===== src/rtl/core/b64d_pkg.sv =====
package b64d_pkg;

  // One queued job: a group of bytes to emit, or the end of a stream.
  typedef struct packed {
    logic [23:0] bits;     // bytes, most significant first
    logic [1:0]  nbytes;   // bytes to emit from the top of bits
    logic        finish;   // end of stream: mark last result, clear total
  } b64d_job_t;

  typedef enum logic {
    CMD_DECODE = 1'b0,
    CMD_FINISH = 1'b1
  } b64d_cmd_t;

  localparam logic [7:0] CHAR_PAD = 8'h3d;  // '='

  typedef struct packed {
    logic       ok;
    logic [5:0] value;
  } b64d_sym_t;

  // Both alphabets; '=' maps to zero and is flagged separately by the caller.
  function automatic b64d_sym_t b64d_map(input logic [7:0] c);
    b64d_sym_t r;
    r.ok    = 1'b1;
    r.value = 6'd0;
    if (c >= 8'h41 && c <= 8'h5a) begin
      r.value = 6'(c - 8'h41);
    end else if (c >= 8'h61 && c <= 8'h7a) begin
      r.value = 6'(c - 8'h61 + 8'd26);
    end else if (c >= 8'h30 && c <= 8'h39) begin
      r.value = 6'(c - 8'h30 + 8'd52);
    end else if (c == 8'h2b || c == 8'h2d) begin
      r.value = 6'h3e;
    end else if (c == 8'h2f || c == 8'h5f) begin
      r.value = 6'h3f;
    end else if (c == CHAR_PAD) begin
      r.value = 6'd0;
    end else begin
      r.ok = 1'b0;
    end
    return r;
  endfunction

endpackage


===== src/rtl/core/b64d_front.sv =====
module b64d_front import b64d_pkg::*; (
  input  logic       clk,
  input  logic       rst,
  input  logic       accept,
  input  logic       command,
  input  logic [7:0] symbol,
  output logic       push,
  output b64d_job_t  job
);

  logic [1:0]  group_position;
  logic [23:0] group_bits;
  logic [1:0]  pad_count;

  logic [1:0]  group_position_next;
  logic [23:0] group_bits_next;
  logic [1:0]  pad_count_next;

  b64d_sym_t   sym;
  logic [23:0] shifted;
  logic [1:0]  pad_inc;
  logic [23:0] aligned;
  logic [1:0]  flush_n;

  assign sym     = b64d_map(symbol);
  assign shifted = {group_bits[17:0], sym.value};
  assign pad_inc = (symbol == CHAR_PAD && pad_count != 2'd3) ? pad_count + 2'd1 : pad_count;

  // left-justify a partial group for flushing
  always_comb begin
    case (group_position)
      2'd1:    aligned = {group_bits[5:0], 18'd0};
      2'd2:    aligned = {group_bits[11:0], 12'd0};
      2'd3:    aligned = {group_bits[17:0], 6'd0};
      default: aligned = 24'd0;
    endcase
    if ({1'b0, group_position} > 3'd1 + {1'b0, pad_count}) begin
      flush_n = 2'(group_position - 2'd1 - pad_count);
    end else begin
      flush_n = 2'd0;
    end
  end

  always_comb begin
    group_position_next = group_position;
    group_bits_next     = group_bits;
    pad_count_next      = pad_count;
    push                = 1'b0;
    job.bits            = shifted;
    job.nbytes          = 2'(2'd3 - pad_inc);
    job.finish          = 1'b0;
    if (accept) begin
      if (b64d_cmd_t'(command) == CMD_FINISH) begin
        push                = 1'b1;
        job.bits            = aligned;
        job.nbytes          = flush_n;
        job.finish          = 1'b1;
        group_position_next = 2'd0;
        group_bits_next     = 24'd0;
        pad_count_next      = 2'd0;
      end else if (sym.ok) begin
        if (group_position == 2'd3) begin
          push                = (pad_inc != 2'd3);  // three or more pads give nothing
          group_position_next = 2'd0;
          group_bits_next     = 24'd0;
          pad_count_next      = 2'd0;
        end else begin
          group_position_next = group_position + 2'd1;
          group_bits_next     = shifted;
          pad_count_next      = pad_inc;
        end
      end
    end
  end

  always_ff @(posedge clk) begin
    if (rst) begin
      group_position <= 2'd0;
      group_bits     <= 24'd0;
      pad_count      <= 2'd0;
    end else begin
      group_position <= group_position_next;
      group_bits     <= group_bits_next;
      pad_count      <= pad_count_next;
    end
  end

endmodule


===== src/rtl/core/b64d_queue.sv =====
module b64d_queue import b64d_pkg::*; #(
  parameter int DEPTH = 4
) (
  input  logic      clk,
  input  logic      rst,
  input  logic      push,
  input  b64d_job_t push_job,
  input  logic      pop,
  output logic      full,
  output logic      nonempty,
  output b64d_job_t head
);

  localparam int PTR_W = (DEPTH > 1) ? $clog2(DEPTH) : 1;
  localparam int CNT_W = $clog2(DEPTH + 1);

  b64d_job_t        slots [DEPTH];
  logic [PTR_W-1:0] wr_ptr;
  logic [PTR_W-1:0] rd_ptr;
  logic [CNT_W-1:0] count;

  function automatic logic [PTR_W-1:0] bump(input logic [PTR_W-1:0] p);
    return (p == PTR_W'(DEPTH - 1)) ? '0 : p + PTR_W'(1);
  endfunction

  assign full     = (count == CNT_W'(DEPTH));
  assign nonempty = (count != '0);
  assign head     = slots[rd_ptr];

  always_ff @(posedge clk) begin
    if (push) begin
      slots[wr_ptr] <= push_job;
    end
  end

  always_ff @(posedge clk) begin
    if (rst) begin
      wr_ptr <= '0;
      rd_ptr <= '0;
      count  <= '0;
    end else begin
      if (push) begin
        wr_ptr <= bump(wr_ptr);
      end
      if (pop) begin
        rd_ptr <= bump(rd_ptr);
      end
      if (push && !pop) begin
        count <= count + CNT_W'(1);
      end else if (pop && !push) begin
        count <= count - CNT_W'(1);
      end
    end
  end

endmodule


===== src/rtl/core/b64d_back.sv =====
module b64d_back import b64d_pkg::*; (
  input  logic        clk,
  input  logic        rst,
  input  logic        head_valid,
  input  b64d_job_t   head,
  input  logic        out_stall,
  output logic        pop,
  output logic        out_valid,
  output logic [7:0]  data_byte,
  output logic        byte_valid,
  output logic        is_end,
  output logic [31:0] total_bytes
);

  logic [1:0]  idx;
  logic [31:0] byte_total;
  logic [1:0]  last_idx;
  logic        last;
  logic        taken;

  // a finish with nothing to flush still gives one empty end marker
  assign last_idx   = (head.nbytes == 2'd0) ? 2'd0 : head.nbytes - 2'd1;
  assign last       = (idx == last_idx);
  assign out_valid  = head_valid;
  assign taken      = head_valid && !out_stall;
  assign pop        = taken && last;
  assign byte_valid = (head.nbytes != 2'd0);
  assign is_end     = head.finish && last;

  always_comb begin
    case (idx)
      2'd0:    data_byte = head.bits[23:16];
      2'd1:    data_byte = head.bits[15:8];
      2'd2:    data_byte = head.bits[7:0];
      default: data_byte = 8'd0;
    endcase
    if (!byte_valid) begin
      data_byte = 8'd0;
    end
    if (byte_valid && byte_total != 32'hffff_ffff) begin
      total_bytes = byte_total + 32'd1;
    end else begin
      total_bytes = byte_total;
    end
  end

  always_ff @(posedge clk) begin
    if (rst) begin
      idx        <= 2'd0;
      byte_total <= 32'd0;
    end else if (taken) begin
      idx        <= last ? 2'd0 : idx + 2'd1;
      byte_total <= (head.finish && last) ? 32'd0 : total_bytes;
    end
  end

endmodule


===== src/rtl/core/base64_stream_decoder.sv =====
// Channel  Direction  Handshake           Item fields
// in       input      in_valid/in_stall   command, symbol
// out      output     out_valid/out_stall data_byte, byte_valid, is_end, total_bytes
//
// One character item is taken every cycle while the job queue has room; the
// front decodes it in the cycle it is accepted. A completed group (unless it
// holds three or more pads) or a finish queues one job, and the back emits its
// results one per cycle while out_stall is low. in_stall rises only when
// QUEUE_DEPTH jobs are waiting. Synchronous reset clears the group state,
// the queue and the byte total; the queue storage itself needs no reset.
module base64_stream_decoder import b64d_pkg::*; #(
  parameter int QUEUE_DEPTH = 4
) (
  input  logic        clk,
  input  logic        rst,
  input  logic        in_valid,
  output logic        in_stall,
  input  logic        command,
  input  logic [7:0]  symbol,
  output logic        out_valid,
  input  logic        out_stall,
  output logic [7:0]  data_byte,
  output logic        byte_valid,
  output logic        is_end,
  output logic [31:0] total_bytes
);

  logic      accept;
  logic      push;
  b64d_job_t job;
  logic      pop;
  logic      full;
  logic      nonempty;
  b64d_job_t head;

  // stall on a full queue only, so valid and stall stay independent
  assign in_stall = full;
  assign accept   = in_valid && !full;

  // front: maps characters, builds groups, queues byte jobs
  b64d_front u_front (
    .clk     (clk),
    .rst     (rst),
    .accept  (accept),
    .command (command),
    .symbol  (symbol),
    .push    (push),
    .job     (job)
  );

  // decouples the one-per-cycle input (while the queue is not full) from the multi-result output
  b64d_queue #(
    .DEPTH (QUEUE_DEPTH)
  ) u_queue (
    .clk      (clk),
    .rst      (rst),
    .push     (push),
    .push_job (job),
    .pop      (pop),
    .full     (full),
    .nonempty (nonempty),
    .head     (head)
  );

  // back: walks each job's bytes and keeps the saturating stream total
  b64d_back u_back (
    .clk         (clk),
    .rst         (rst),
    .head_valid  (nonempty),
    .head        (head),
    .out_stall   (out_stall),
    .pop         (pop),
    .out_valid   (out_valid),
    .data_byte   (data_byte),
    .byte_valid  (byte_valid),
    .is_end      (is_end),
    .total_bytes (total_bytes)
  );

endmodule

===== config.mk =====
export PLATFORM = sky130hd
export DESIGN_NAME = base64_stream_decoder
export DESIGN_NICKNAME = d
export VERILOG_FILES = /design/src/rtl/core/b64d_pkg.sv /design/src/rtl/core/b64d_front.sv /design/src/rtl/core/b64d_queue.sv /design/src/rtl/core/b64d_back.sv /design/src/rtl/core/base64_stream_decoder.sv
export SDC_FILE = /design/constraint.sdc
export NUM_CORES = 1
export LEC_CHECK = 0
export ABC_CLOCK_PERIOD_IN_PS = 8950
export BUFFER_PORTS_ARGS = -buffer_cell sky130_fd_sc_hd__buf_4
export CAP_MARGIN = 20
export CORE_ASPECT_RATIO = 0.9
export CORE_MARGIN = 2
export CORE_UTILIZATION = 40
export CTS_CLUSTER_DIAMETER = 30
export DETAILED_ROUTE_END_ITERATION = 16
export GPL_TIMING_DRIVEN = 0
export PLACE_DENSITY_LB_ADDON = 0.15
export SYNTH_ARGS = -nofsm -noshare
export SYNTH_HDL_FRONTEND = slang
export SYNTH_SLANG_ARGS = --single-unit
export TNS_END_PERCENT = 30

===== constraint.sdc =====
create_clock -name clk -period 8.95 [get_ports clk]
set_clock_uncertainty 0.2 [all_clocks]
set_input_delay 1.79 -clock clk [delete_from_list [all_inputs] [get_ports clk]]
set_output_delay 1.79 -clock clk [all_outputs]
set_load 0.05 [all_outputs]

==> results of run 1 <==
==> registers in the layout, indices dropped and copies added (netlist names), named ones only <==
register	count
u_back.idx	2
u_queue.rd_ptr	2
u_front.group_position	2
u_front.pad_count	2
u_front.group_bits	18
u_queue.count	3
u_back.byte_total	32
u_queue.slots	108
u_queue.wr_ptr	2
==> cell families after synthesis <==
kind of cell	count (synthesis)
buffers and inverters	79
and+or+nand+nor	248
adders and majority gates	30
xor gates and xnor gates	45
muxes	36
AOI/OAI and AO/OA	179
DFF	173
==> through the flow <==
stage               std cells  total power, mW  hold slack [ns]
floorplan                 790            1.374           0.2321
global placement         1136            1.558           0.2417
detailed placement       1136            1.561           0.2477
CTS                      1168            2.279           0.2549
global route             1168            2.366           0.2751
finish                   1168            2.259           0.2564
==> final timing paths <==
check / cells past startpoint / end / slack [ns]
setup / recovery: 16 / u_queue.count[2] / 4.02
hold reg to reg: 2 / u_front.group_bits[14] / 0.26
hold / removal: 2 / u_front.group_bits[14] / 0.26
setup reg to reg: 11 / u_queue.count[2] / 5.55
==> routing by layer <==
layer	GRT usage	share of wire	vias up
li1	-	-	3125
met1	0.2838	0.50	3179
met4	0.04152	0.0048	0
met5	0	0	-
met2	0.2816	0.45	161
met3	0.03277	0.048	8
==> placed cells by master (no fill, tap or decap), types with 4 or more instances in the layout <==
master	netlist	routed
clkbuf_16	0	17
ha_1	29	29
and3_1	11	11
clkbuf_1	15	16
nor3_1	15	15
nand4_1	7	7
mux4_2	25	25
buf_2	21	21
o21ai_0	28	28
nand4b_1	5	5
a31oi_1	24	24
buf_4	4	59
o22ai_1	5	5
o211ai_1	4	4
dfxtp_1	65	65
nor2b_1	6	6
or3_1	6	6
nor4_1	5	5
xnor2_1	21	21
a22oi_1	14	14
a22o_1	10	10
a21oi_1	52	52
inv_1	33	33
edfxtp_1	108	108
o32ai_1	7	7
and2_2	0	4
nand2b_1	15	15
mux2_2	6	6
xor2_1	24	24
nand2_1	71	71
nor2_1	40	40
nand3_1	35	35
==> Yosys cell counts, types with 7 or more instances <==
library cell / n / share of area
nor3_1: 15 / 0.0084
edfxtp_1: 108 / 0.36
clkbuf_1: 15 / 0.0063
o32ai_1: 7 / 0.0069
inv_1: 33 / 0.014
mux4_2: 25 / 0.063
a21oi_1: 52 / 0.029
and3_1: 11 / 0.0077
xnor2_1: 21 / 0.021
a22oi_1: 14 / 0.012
nand4_1: 7 / 0.0049
xor2_1: 24 / 0.024
dfxtp_1: 65 / 0.15
nand2b_1: 15 / 0.010
a22o_1: 10 / 0.0098
nand2_1: 71 / 0.030
nor2_1: 40 / 0.017
o21ai_0: 28 / 0.016
nand3_1: 35 / 0.020
a31oi_1: 24 / 0.017
ha_1: 29 / 0.041
buf_2: 21 / 0.012
==> worst reg2reg max path: stages, from the launching register on <==
cell	delay (ns)
dfxtp_1	0.36
ha_1	0.23
nor3_1	0.42
nor2b_1	0.12
mux2_2	0.30
o31ai_4	0.35
ha_1	0.24
inv_1	0.07
fa_1	0.43
xor2_1	0.16
or3_1	0.30
a21oi_1	0.15
==> layout make-up <==
type                       count  share of cell area
multi-input combinational    538              0.3931
buffer                        46             0.02237
clock inverter                14             0.01374
sequential                   173              0.4416
timing repair buffer          55             0.04012
inverter                      33             0.01204
tap                          291             0.03538
clock buffer                  18             0.04170
==> power groups by stage <==
stage | clock network (mW) | logic [mW] | registers (mW)
4_1_cts | 0.735 | 0.629 | 0.915
3_3_place_gp | 0 | 0.625 | 0.933
6_report | 0.720 | 0.624 | 0.915
5_1_grt | 0.769 | 0.677 | 0.921
3_5_place_dp | 0 | 0.629 | 0.932
2_1_floorplan | 0 | 0.448 | 0.925
==> impl_metrics.toml, run 1 <==
[status]
status = "finished clean"

[setup_path]
cp.buffers_inverters = 5
cp_cell_sequence = "buf_4, buf_2, inv_1, ha_1, a21o_1, nand4b_1, and4b_1, clkbuf_1, nor3_1, o31ai_4, ha_1, inv_1, fa_1, xor2_1, or3_1, a21oi_1"
crit_fanout = 8
crit_slowest_cell = "fa_1"
cp_top_family = "adder cells"
cp-start-kind = "input port"
required_ns = 9.10
cpPeakStageDelay_ns = 0.43
critical_path_class = "in -> reg"
timing.rr.start = "u_front.pad_count[1]"
setup.worst_path.start = "symbol[2]"
endpoint_kind = "flop"
arrival_ns = 5.07

[power_and_ir_drop]
seqPwrFrac = 0.405
pwr-share-clk = 0.319
ir_worst_vdd_mv = 0.1375
intPower_mw = 1.512
p_per_area_mw_per_mm2 = 219.5
p_sw_frac = 0.3306
power.switching_uw = 747.0
combPwrFrac = 0.276
leakagePower_nw = 3.687

[logic_synthesis]
seq_area_frac_synth = 0.5084
syn_nets = 833
synth_compound_area_frac = 0.1393
synth.distinct_cells = 74
async_flop_share = 0
synthAdderAreaFrac = 0.04283
synth-simple-area-share = 0.1460
yosys_warnings = 0
synth_area_mm2 = 0.008939
synthXorXnorAreaFrac = 0.04409
postSynthCellCount = 790
synth-main-ff-cell = "edfxtp_1"
ys_ff_latch = 173
synth_top_family_by_area = "simple AND/OR/NAND/NOR gates"
synth_edf_count = 108
synth.avg_cell_area_um2 = 11.31
muxShareOfSynthArea = 0.07979

[layout]
final_nets = 907
drive_above_1_share = 0.1938
seq_area_mm2 = 0.004544
utilization = 0.4729
multi_input_area_mm2 = 0.004045
syn_to_final_growth_pct = 15.13
fillerInstances = 1997
antennaDiodeCount = 0
design_area_mm2 = 0.01029

[global_route]
grt_pass1_wl_mm = 34.45
grt_max_degree = 28
antenna_found_initial = 0
grt_pass1_vias = 6189
grt_overflow = 0
grt_usage = 0.1878

[cts]
hold_buffers = 0
cts.sink_count = 173
root_buffer = "clkbuf_16"
cts_tree = "yes"
clock_path_buffers = 2
htree_levels = 4
clock_latency_ns = 0.42
cts_setup_buffers = 0
cts_buffers = 17
cts.clk_slew.worst_paths_ns = 0.07
cts_resized = 0

[routing]
dr.pass1.iters = 5
via_count = 6473
wire_per_inst_um = 18.52
vias_per_cell = 5.542
ant_nets = 0
drt_iter0_markers = 483
route.detailed.drc = 0
wl_mm = 21.63

[sta]
setup_violations = 0
fin_ws_ns = 4.023
max_freq_mhz = 203.0
min_period_ns = 4.927
fin_setup_tns_ns = 0
rsz0062_at_grt = "no"
tightest_slew_ns = 1.070
min_period_over_period = 0.5505
slew_headroom = 0.2841
finalHoldViolations = 0
slew_viol_final = 0

[floorplan]
start_util = 0.4108
die_y_um = 145.8
core_mm2 = 0.02176
rows = 51
io_pins = 57
die_w_um = 161.6
fp.dieArea_mm2 = 0.02356

[placement]
port_buffers = 55
postPlaceCellArea_mm2 = 0.009721
post-dp-hpwl_mm = 15.16
pre_cts_ws_ns = 3.619
routabilityCongestion = 0.8327

[hold_path]
hold_path.class = "reg -> reg"
hold_path.startpoint = "u_front.group_bits[14]"

[flow_run]
maxCapViolCount = 0
(Power assumes the default switching activity.)
==> run 2, diff against run 1 <==
--- a/config.mk
+++ b/config.mk
@@ -5,7 +5,8 @@
 export SDC_FILE = /design/constraint.sdc
 export NUM_CORES = 1
 export LEC_CHECK = 0
-export ABC_CLOCK_PERIOD_IN_PS = 8950
+export ABC_AREA = 1
+export ABC_CLOCK_PERIOD_IN_PS = 4300
 export BUFFER_PORTS_ARGS = -buffer_cell sky130_fd_sc_hd__buf_4
 export CAP_MARGIN = 20
 export CORE_ASPECT_RATIO = 0.9
==> constraint.sdc (replaced) <==
create_clock -name clk -period 4.3 [get_ports clk]
set_clock_uncertainty 0.2 [all_clocks]
set_input_delay 0.86 -clock clk [delete_from_list [all_inputs] [get_ports clk]]
set_output_delay 0.86 -clock clk [all_outputs]
set_load 0.05 [all_outputs]
==> impl_metrics.toml, run 2 <==
[setup_path]
crit_fanout = 10
r2r_slack_ns = 1.16
rr_worst_depth = 13
arrival_ns = 2.90
cpPeakStageDelay_ns = 0.52
crit_slowest_cell = "clkbuf_1"
required_ns = 3.24
cp_top_family = "buffers and inverters"
cp.buffers_inverters = 5
cp.depth = 10
r2r_end = "u_queue.count[1]"
endpoint_kind = "output pin"
cp_cell_sequence = "buf_2, clkbuf_1, clkbuf_1, nor2_1, o22ai_1, nand2_1, nand3_1, nand2_1, inv_1, buf_4"
cp-start-kind = "flop"
critical_path_class = "reg -> out"

[logic_synthesis]
synthAdderAreaFrac = 0.03919
synth.avg_cell_area_um2 = 7.944
synth_edf_count = 108
synth_area_leaders = "edfxtp_1 (33%), dfxtp_1 (13%), nand2_1 (12%)"
postSynthCellCount = 1230
ys_ff_latch = 173
seq_area_frac_synth = 0.4651
synth_area_mm2 = 0.009771
synthXorXnorAreaFrac = 0.01972
synth_top_area_share = 0.3319
synth.distinct_cells = 41
synth-simple-area-share = 0.2854
async_flop_share = 0
ys_top_cells_by_count = "nand2_1 (317), nor2_1 (182), edfxtp_1 (108), inv_1 (108), o21ai_0 (79)"
synth_top_family_by_area = "simple AND/OR/NAND/NOR gates"
syn_nets = 1273
muxShareOfSynthArea = 0
synth-main-ff-cell = "edfxtp_1"
yosys.area.top_type = "edfxtp_1"
synth.most_common_cell = "nand2_1"
synth_compound_area_frac = 0.1156
yosys_warnings = 0

[placement]
postPlaceCellArea_mm2 = 0.01069
routabilityCongestion = 0.9288
port_buffers = 53
post-dp-hpwl_mm = 19.82
pre_cts_ws_ns = 0.1203
placed_cells = 1596

[global_route]
grt_pass1_wl_mm = 43.07
grt_usage = 0.2171
grt_pass1_vias = 7693
antenna_found_initial = 0
grt_max_degree = 26
grt_overflow = 0

[layout]
top_regs = "u_queue.slots (108), u_back.byte_total (32), u_front.group_bits (18)"
drive_above_1_share = 0.1667
regMostFlops = "u_queue.slots"
fillerInstances = 2370
final_cell_mix = "nand2_1 (317), nor2_1 (178), inv_1 (108), edfxtp_1 (108), o21ai_0 (79)"
antennaDiodeCount = 0
largest_reg_flops = 108
stdcell_count = 1628
multi_input_area_mm2 = 0.004524
design_area_mm2 = 0.01131
layout_commonest_cell = "nand2_1"
final_nets = 1350
seq_area_mm2 = 0.004544
syn_to_final_growth_pct = 15.75

[floorplan]
die_y_um = 152.3
core_mm2 = 0.02412
start_util = 0.4051
fp.dieArea_mm2 = 0.02569
rows = 54
die_w_um = 168.7
io_pins = 57

[cts]
hold_buffers = 0
cts_setup_buffers = 0
cts_tree = "yes"
root_buffer = "clkbuf_16"
cts.sink_count = 173
cts.clk_slew.worst_paths_ns = 0.07
clock_path_buffers = 2
htree_levels = 4
cts_buffers = 17
cts_resized = 0
clock_latency_ns = 0.43

[routing]
wl_mm = 27.24
via_count = 8232
drt_iter0_markers = 710
wire_per_inst_um = 16.73
vias_per_cell = 5.057
route.detailed.drc = 0
dr.pass1.iters = 5
ant_nets = 0

[sta]
setup_violations = 0
fin_setup_tns_ns = 0
rsz0062_at_grt = "no"
max_freq_mhz = 252.8
min_period_over_period = 0.9200
fin_ws_ns = 0.3441
tightest_slew_ns = 0.9273
min_period_ns = 3.956
slew_viol_final = 0
slew_headroom = 0.3818
finalHoldViolations = 0

[hold_path]
hold_path.class = "reg -> reg"
hold_path.startpoint = "u_front.group_bits[17]"
hold_end = "u_front.group_bits[17]"
hold_depth = 2

[power_and_ir_drop]
ir_worst_vdd_mv = 0.4932
power_mw = 7.844
p_per_area_mw_per_mm2 = 693.5
leakagePower_nw = 4.505

[status]
status = "finished clean"

[flow_run]
maxCapViolCount = 0
## run 2: changes by cell type after synthesis, sizes merged, moves of 13 or more
cell    change
a22oi      -13
a31oi      -24
inv        +95
mux4       -27
nand2     +282
nand2b     -15
nand3      +36
nor2      +157
o21ai      +62
o22ai      +24
xnor2      -16
## run 2: report_power, final
| group | switching (mW) | internal (mW) |
|---|---|---|
| clock | 0.747 | 0.840 |
| combinational | 3.05 | 1.16 |
| sequential | 0.136 | 1.90 |
## run 2: worst max path at each step
stage          slack [ns]                    to  startpoint
2_1_floorplan        0.55   u_queue.slots[0][0]   symbol[0]
3_3_place_gp        -1.03  u_queue.slots[0][23]   symbol[0]
3_5_place_dp         0.12      u_queue.count[2]   symbol[0]
4_1_cts              0.32          data_byte[4]        flop
5_1_grt              0.10          data_byte[0]        flop
6_report             0.34          data_byte[4]        flop
## run 2: worst register-to-register path, cell delays in order, from the launching register on
cell	delay, ns
dfxtp_1	0.32
buf_2	0.27
inv_2	0.18
nand3_1	0.13
nand2_1	0.14
o21ai_0	0.26
nand3_1	0.14
nor2_1	0.33
inv_1	0.14
ha_1	0.20
inv_1	0.11
fa_1	0.41
o21ai_0	0.17
a21oi_1	0.05
## run 2: area by class of cell
cell class,instances,share of cell area
Buffer,44,0.02135
Clock buffer,17,0.03761
Clock inverter,15,0.01682
Inverter,128,0.04337
Multi-Input combinational cell,885,0.4000
Sequential cell,173,0.4018
Tap cell,308,0.03407
Timing Repair Buffer,58,0.04492
## run 2: cell families (layout without fill, tap and decap cells)
group,count (synthesis),after routing
simple gates,639,639
compound gates,194,194
flops,173,173
buf+inv,172,262
fa+ha+maj,30,30
xor+xnor,22,22
## run 2: layer usage
layer	track usage	up-vias	routed length [um]
li1	-	4185	-
met4	0.04598	0	221
met2	0.3146	234	11320
met5	0	-	0
met3	0.03325	15	1774
met1	0.3400	3798	13930
## run 2: metrics by stage
step,hold slack (ns),util
finish,0.2773,0.4689
global route,0.3034,0.4689
CTS,0.2736,0.4689
detailed placement,0.2628,0.4434
global placement,0.2546,0.4375
floorplan,0.2445,-
==> run 3, diff against run 2 <==
--- a/config.mk
+++ b/config.mk
@@ -9,7 +9,7 @@
 export ABC_CLOCK_PERIOD_IN_PS = 4300
 export BUFFER_PORTS_ARGS = -buffer_cell sky130_fd_sc_hd__buf_4
 export CAP_MARGIN = 20
-export CORE_ASPECT_RATIO = 0.9
+export CORE_ASPECT_RATIO = 1.1
 export CORE_MARGIN = 2
 export CORE_UTILIZATION = 40
 export CTS_CLUSTER_DIAMETER = 30
==> impl_metrics.toml, run 3 (same netlist as run 2, synthesis figures left out) <==
[cts]
cts.clk_slew.worst_paths_ns = 0.08
cts_resized = 0
root_buffer = "clkbuf_16"
cts_tree = "yes"
htree_levels = 4
clock_latency_ns = 0.44
hold_buffers = 0
cts_buffers = 17
cts_setup_buffers = 0
cts.sink_count = 173
clock_path_buffers = 2

[sta]
slew_headroom = 0.4773
slew_viol_final = 0
tightest_slew_ns = 0.7841
rsz0062_at_grt = "no"
min_period_ns = 3.987
finalHoldViolations = 0
min_period_over_period = 0.9271
hold_slack_ns = 0.2756
max_freq_mhz = 250.8
setup_violations = 0

[power_and_ir_drop]
p_per_area_mw_per_mm2 = 689.0
leakagePower_nw = 4.504
ir_worst_vdd_mv = 0.6281

[global_route]
grt_usage = 0.2137
grt_pass1_vias = 7929
antenna_found_initial = 0
grt_overflow = 0
grt_max_degree = 28
grt_pass1_wl_mm = 42.93

[hold_path]
hold_depth = 2
hold_end = "u_front.group_bits[17]"
hold_path.startpoint = "u_front.group_bits[17]"
hold_path.class = "reg -> reg"

[setup_path]
rr_worst_depth = 17
r2r_slack_ns = 1.16
endpoint_kind = "output pin"
r2r_end = "u_queue.count[2]"
crit_slowest_cell = "clkbuf_1"
arrival_ns = 2.93
required_ns = 3.24
cpPeakStageDelay_ns = 0.50
cp-start-kind = "flop"
crit_fanout = 10
critical_path_class = "reg -> out"
cp_cell_sequence = "buf_2, clkbuf_1, clkbuf_1, nor2_1, o22ai_1, nand2_1, nand3_1, nand2_1, inv_1, buf_4"
timing.rr.start = "u_front.pad_count[1]"

[layout]
fillerInstances = 2420
layout_commonest_cell = "nand2_1"
largest_reg_flops = 108
top_regs = "u_queue.slots (108), u_back.byte_total (32), u_front.group_bits (18)"
drive_above_1_share = 0.1667
design_area_mm2 = 0.01130
regMostFlops = "u_queue.slots"
syn_to_final_growth_pct = 15.66
final_nets = 1350
stdcell_count = 1630
antennaDiodeCount = 0
final_cell_mix = "nand2_1 (317), nor2_1 (178), inv_1 (108), edfxtp_1 (108), o21ai_0 (79)"

[routing]
ant_nets = 0
route.detailed.drc = 0
wl_mm = 26.76
drt_iter0_markers = 547
vias_per_cell = 4.996
wire_per_inst_um = 16.41
dr.pass1.iters = 5
via_count = 8144

[floorplan]
io_pins = 57
die_w_um = 153.0
start_util = 0.4029
die_y_um = 167.9
fp.dieArea_mm2 = 0.02569
rows = 60
core_mm2 = 0.02425

[placement]
port_buffers = 53
placed_cells = 1598
post-dp-hpwl_mm = 19.26
routabilityCongestion = 0.9294
postPlaceCellArea_mm2 = 0.01067

[flow_run]
maxCapViolCount = 0

[status]
status = "finished clean"
## run 3: cell types whose count changed in the layout (fill, tap and decap cells not counted)
cell | previous run | this run
inv_6 | 5 | 3
clkinv_8 | 4 | 7
clkinvlp_4 | 2 | 0
bufinv_16 | 1 | 0
buf_12 | 1 | 4
inv_12 | 0 | 1
clkinv_4 | 0 | 1
buf_16 | 3 | 0
## run 3: per-layer routing
metal | GRT usage | share of wire | vias up
li1 | - | - | 4164
met1 | 0.2731 | 0.45 | 3771
met2 | 0.3720 | 0.49 | 175
met3 | 0.03578 | 0.040 | 34
met4 | 0.06481 | 0.021 | 0
met5 | 0 | 0 | -
## run 3: worst max-delay path: cells and delay by family (launching register included)
family	cells	cell delay, ns
and+or+nand+nor	4	0.36
buffers and inverters	5	1.49
DFF	1	0.32
AOI/OAI and AO/OA	1	0.33
## run 3: worst max path at each step
stage | startpoint | cells past startpoint | end | slack (ns)
after floorplan | symbol[0] | 13 | u_queue.slots[0][0] | 0.55
after global placement | symbol[0] | 14 | u_queue.slots[3][1] | -1.05
after detailed placement | symbol[2] | 21 | u_queue.count[2] | 0.19
after CTS | flop | 11 | data_byte[4] | 0.24
after global routing | flop | 11 | data_byte[4] | 0.06
final | flop | 10 | data_byte[5] | 0.31
## run 3: metrics by stage
| stage | setup slack, ns | power (mW) | setup TNS, ns | utilization |
|---|---|---|---|---|
| after global placement | -1.052 | 6.214 | -107.03 | 0.4353 |
| after CTS | 0.2363 | 7.828 | 0 | 0.4660 |
| after detailed placement | 0.1919 | 6.239 | 0 | 0.4402 |
| final | 0.3133 | 7.786 | 0 | 0.4660 |
| after floorplan | 0.5507 | 4.989 | 0 | - |
| after global routing | 0.05632 | 8.272 | 0 | 0.4660 |
## run 3: cell type report
type / count / area [um^2] / share of cell area
timing repair buffer: 58 / 485.5 / 0.04296
inverter: 128 / 490.5 / 0.04340
buffer: 44 / 241.5 / 0.02137
clock buffer: 17 / 425.4 / 0.03764
sequential: 173 / 4544 / 0.4021
tap: 310 / 387.9 / 0.03432
multi-input combinational: 885 / 4524 / 0.4004
clock inverter: 15 / 201.4 / 0.01783
## run 3: power breakdown
group / switching (mW) / internal [mW] / total (mW)
clock network: 0.785 / 0.801 / 1.59
registers: 0.135 / 1.90 / 2.04
logic: 3.00 / 1.16 / 4.16
total: 3.92 / 3.87 / 7.79
